<file path="src/rtl/rcmm_ram.sv">
`timescale 1ns / 1ps
// ----------------------------------------------------------------------------
// rcmm_ram: generic single-write, single-read ram
// one write port and one read port with registered read data
// ----------------------------------------------------------------------------
module rcmm_ram #(
  parameter int Width = 8,
  parameter int Depth = 256
) (
  input  logic                     clk_i,
  input  logic                     we_i,
  input  logic [$clog2(Depth)-1:0] waddr_i,
  input  logic [Width-1:0]         wdata_i,
  input  logic [$clog2(Depth)-1:0] raddr_i,
  output logic [Width-1:0]         rdata_o
);

  logic [Width-1:0] mem_q [Depth];
  logic [Width-1:0] rdata_q;

  always_ff @(posedge clk_i) begin
    if (we_i) begin
      mem_q[waddr_i] <= wdata_i;
    end
    rdata_q <= mem_q[raddr_i];
  end

  assign rdata_o = rdata_q;

endmodule

</file>
<file path="config.mk">
export PLATFORM = sky130hd
export DESIGN_NAME = rcmm_ram
export DESIGN_NICKNAME = d
export VERILOG_FILES = /design/src/rtl/rcmm_ram.sv
export SDC_FILE = /design/constraint.sdc
export NUM_CORES = 2
export LEC_CHECK = 0
export ABC_CLOCK_PERIOD_IN_PS = 3200
export BUFFER_PORTS_ARGS = -buffer_cell sky130_fd_sc_hd__buf_4
export CAP_MARGIN = 20
export CORE_UTILIZATION = 45
export CTS_CLUSTER_DIAMETER = 50
export CTS_CLUSTER_SIZE = 40
export DETAILED_ROUTE_END_ITERATION = 16
export PLACE_DENSITY = 0.57
export SYNTH_ARGS = -nofsm -noshare
export SYNTH_HDL_FRONTEND = slang
export SYNTH_SLANG_ARGS = --single-unit
</file>
<file path="constraint.sdc">
create_clock -name clk_i -period 3.2 [get_ports clk_i]
set_clock_uncertainty 0.15 [all_clocks]
set_input_delay 0.16 -clock clk_i [delete_from_list [all_inputs] [get_ports clk_i]]
set_output_delay 0.16 -clock clk_i [all_outputs]
set_load 0.01 [all_outputs]
</file>
==> results.md <==
* Die width at 422 um
* Maximum vdd drop at 0.600 mV
* Post-synthesis mux area share at 0.146
* Post-DP HPWL at 130000 um
* Post-route ant nets at 1
* Largest family of logic cells by synthesized area: multiplexers
* Seq/Total Area, Yosys at 0.775
* Vias in the first global route at 39952
* Worst path max stage delay at 0.69 ns
* Final hold vios at 0
* Initial antenna violation count at 7
* #FFs+latches synth at 2056
* Pre-antenna DRT Iters at 6
* Mapped Avg Cell Area at 21.3 um2
* CP Capture Type: flip-flop
* Register clock-pin slew on the reported worst setup and hold paths at 0.07 ns
* Leading cell type in the layout, fill and taps excluded: edfxtp_1
* CP Class: reg -> reg
* Max Slew Vio Count at 0
* Clock sink count at 2056
* Design Area, Final at 0.0921 mm2
* Min cycle time layout at 2.93 ns
* Fin nets at 4259
* Die footprint at 0.178 mm2
* H-tree depth at 4
* Routed WL per cell at 30.3 um
* # setup viols final at 0
* Netlist Area Pre-Place at 0.0796 mm2
* Post-DR vias/cell at 5.94
* GRT Overall Usage at 0.229
* Simple-Gate Fraction of Synth Area at 0.0263
* # IOs at 34
* Total Routed Length at 203000 um
* Failing checks: antenna rules
* Pin count of the biggest net entering global routing at 119
* CTS root buf: clkbuf_16
* Prevailing post-synth register cell: edfxtp_1
* Startpoint class of the critical path: flip-flop
* PD cells at 592 mW/mm2
* Syn nets at 3759
* Setup TNS at 0 ns
* M3 GR Usage at 0.0316
* Core Region at 0.175 mm2
* Util after Layout at 0.527
* RSZ-0062 raised after global routing: false
* Total number of vias at 39839
* Max transition margin at 0.239
* GR Util met1 at 0.330
* Most frequent cells in the layout: edfxtp_1, buf_4, mux4_2
* Synth warn at 0
* Dpl cells at 6367
* Fmax achieved at 342 MHz
* CP max FO at 6
* Final period util at 0.914
* HP Class: in -> reg
* Global route overflow at 0
* Critical-path cell list: mux4_2 > mux4_2 > nor2b_1 > nor4_1 > buf_4 > nor4_1
* Worst-margin pin slew at 1.11 ns
* Leakage power at 29.2 nW
* WP data arrival at 3.41 ns
* XOR/XNOR Fraction of Synth Area at 0
* Placer Congestion at 0.832
* Slowest CP cell: nor4_1
* DRT iter0 DRCs at 4576
* Status: finished, violations left
* P&R area growth vs syn at 15.7%
* Number of CTS-inserted buffers at 168
* Area share of fa/ha/maj cells after synthesis at 0
* Worst skew pair latency at 0.82 ns
* Fraction of layout cells with a size suffix above 1 at 0.301
* Complex-gate fraction of the synthesized area at 0.0342
* IO buf count at 33
* Met2 Use GR at 0.372
* Setup bufs post-CTS at 0
* Finished Layout Cells at 6707
* Initial Util at 0.455
* CP required at 3.69 ns
* Cells after synthesis at 3733
* Clk buf depth at 3
* GR peak layer: met2
* DP Area at 0.0860 mm2
* FP Rows at 153
* # DRC at 0
* Cell variety after synth at 55
* Global-route wire length before repair at 294000 um
* CTS tree: done
* Max Cap Viol at 0
* Die Y at 422 um
* Post-synth ARST share at 0
* EDFF count, synth at 2048
where the power goes:
| group | internal [mW] | switching, mW | total (mW) |
|---|---|---|---|
| Combinational | 1.13 | 1.82 | 2.95 |
| Clock | 11.1 | 10.7 | 21.8 |
| Sequential | 29.6 | 0.0606 | 29.7 |
| Total | 41.9 | 12.6 | 54.5 |
synth_stat cells, types with 27 or more instances:
cell | count | area share
edfxtp_1 | 2048 | 0.77
mux4_2 | 454 | 0.13
nor2_1 | 282 | 0.013
mux2i_1 | 134 | 0.017
a22oi_1 | 133 | 0.013
clkbuf_1 | 111 | 0.0052
a21oi_1 | 96 | 0.0060
o221ai_1 | 46 | 0.0051
nand3_1 | 34 | 0.0021
nand2_1 | 33 | 0.0016
buf_2 | 31 | 0.0020
nor2b_1 | 31 | 0.0024
o22ai_1 | 28 | 0.0022
buf_4 | 27 | 0.0025
stage by stage:
| step | worst slack [ns] | hold WS (ns) | total power [mW] |
|---|---|---|---|
| final | 0.274 | 0.121 | 54.5 |
| after detailed placement | -0.224 | 0.469 | 33.3 |
| after CTS | 0.289 | 0.0233 | 54.9 |
| after global routing | 0.264 | 0.123 | 56.0 |
| after floorplan | 0.952 | 0.109 | 31.7 |
| after global placement | -0.672 | 0.463 | 33.3 |
critical path, delay by kind of cell, from the launching register on:
family / cells / cell delay [ns]
buffers and inverters: 1 / 0.25
DFF: 1 / 0.37
and+or+nand+nor: 3 / 0.90
muxes: 2 / 1.08
area by class of cell:
type                    instances  area (um2)
diodes                          5        12.5
fillers                     13572       82700
multi-input cells            1442       16500
clock inverters               133        1510
inverters                       2        7.51
flip-flops and latches       2056       61700
repair buffers                563        5080
clock buffers                 181        4360
well taps                    2325        2910
repair_timing:
action	CTS	global route
gates resized for setup	0	0
hold endpoints to repair	1491	0
hold buffers	21	0
registers in the layout, summed over array words and instances (netlist names):
signal   flops
mem_q     2048
rdata_o      8
metal layers:
layer | share of wire | vias up
li1 | - | 16702
met1 | 0.43 | 21413
met2 | 0.49 | 1446
met3 | 0.060 | 278
met4 | 0.023 | 0
met5 | 0 | -
logic make-up (layout without fill, tap and decap cells):
family / after synthesis / in the layout
other: 0 / 5
muxes: 591 / 591
DFF: 2056 / 2056
and+or+nand+nor: 466 / 466
buffers and inverters: 235 / 879
AOI/OAI and AO/OA: 385 / 385
path summary, 6_finish.rpt:
check | slack (ns) | from | to | depth (start not counted)
min | 0.12 | raddr_i[7] | rdata_o[5] | 6
min reg2reg | 0.96 | mem_q[42][6] | rdata_o[6] | 6
max | 0.27 | mem_q[83][7] | rdata_o[7] | 6
max reg2reg | 0.27 | mem_q[83][7] | rdata_o[7] | 6
(Power assumes the default switching activity.)
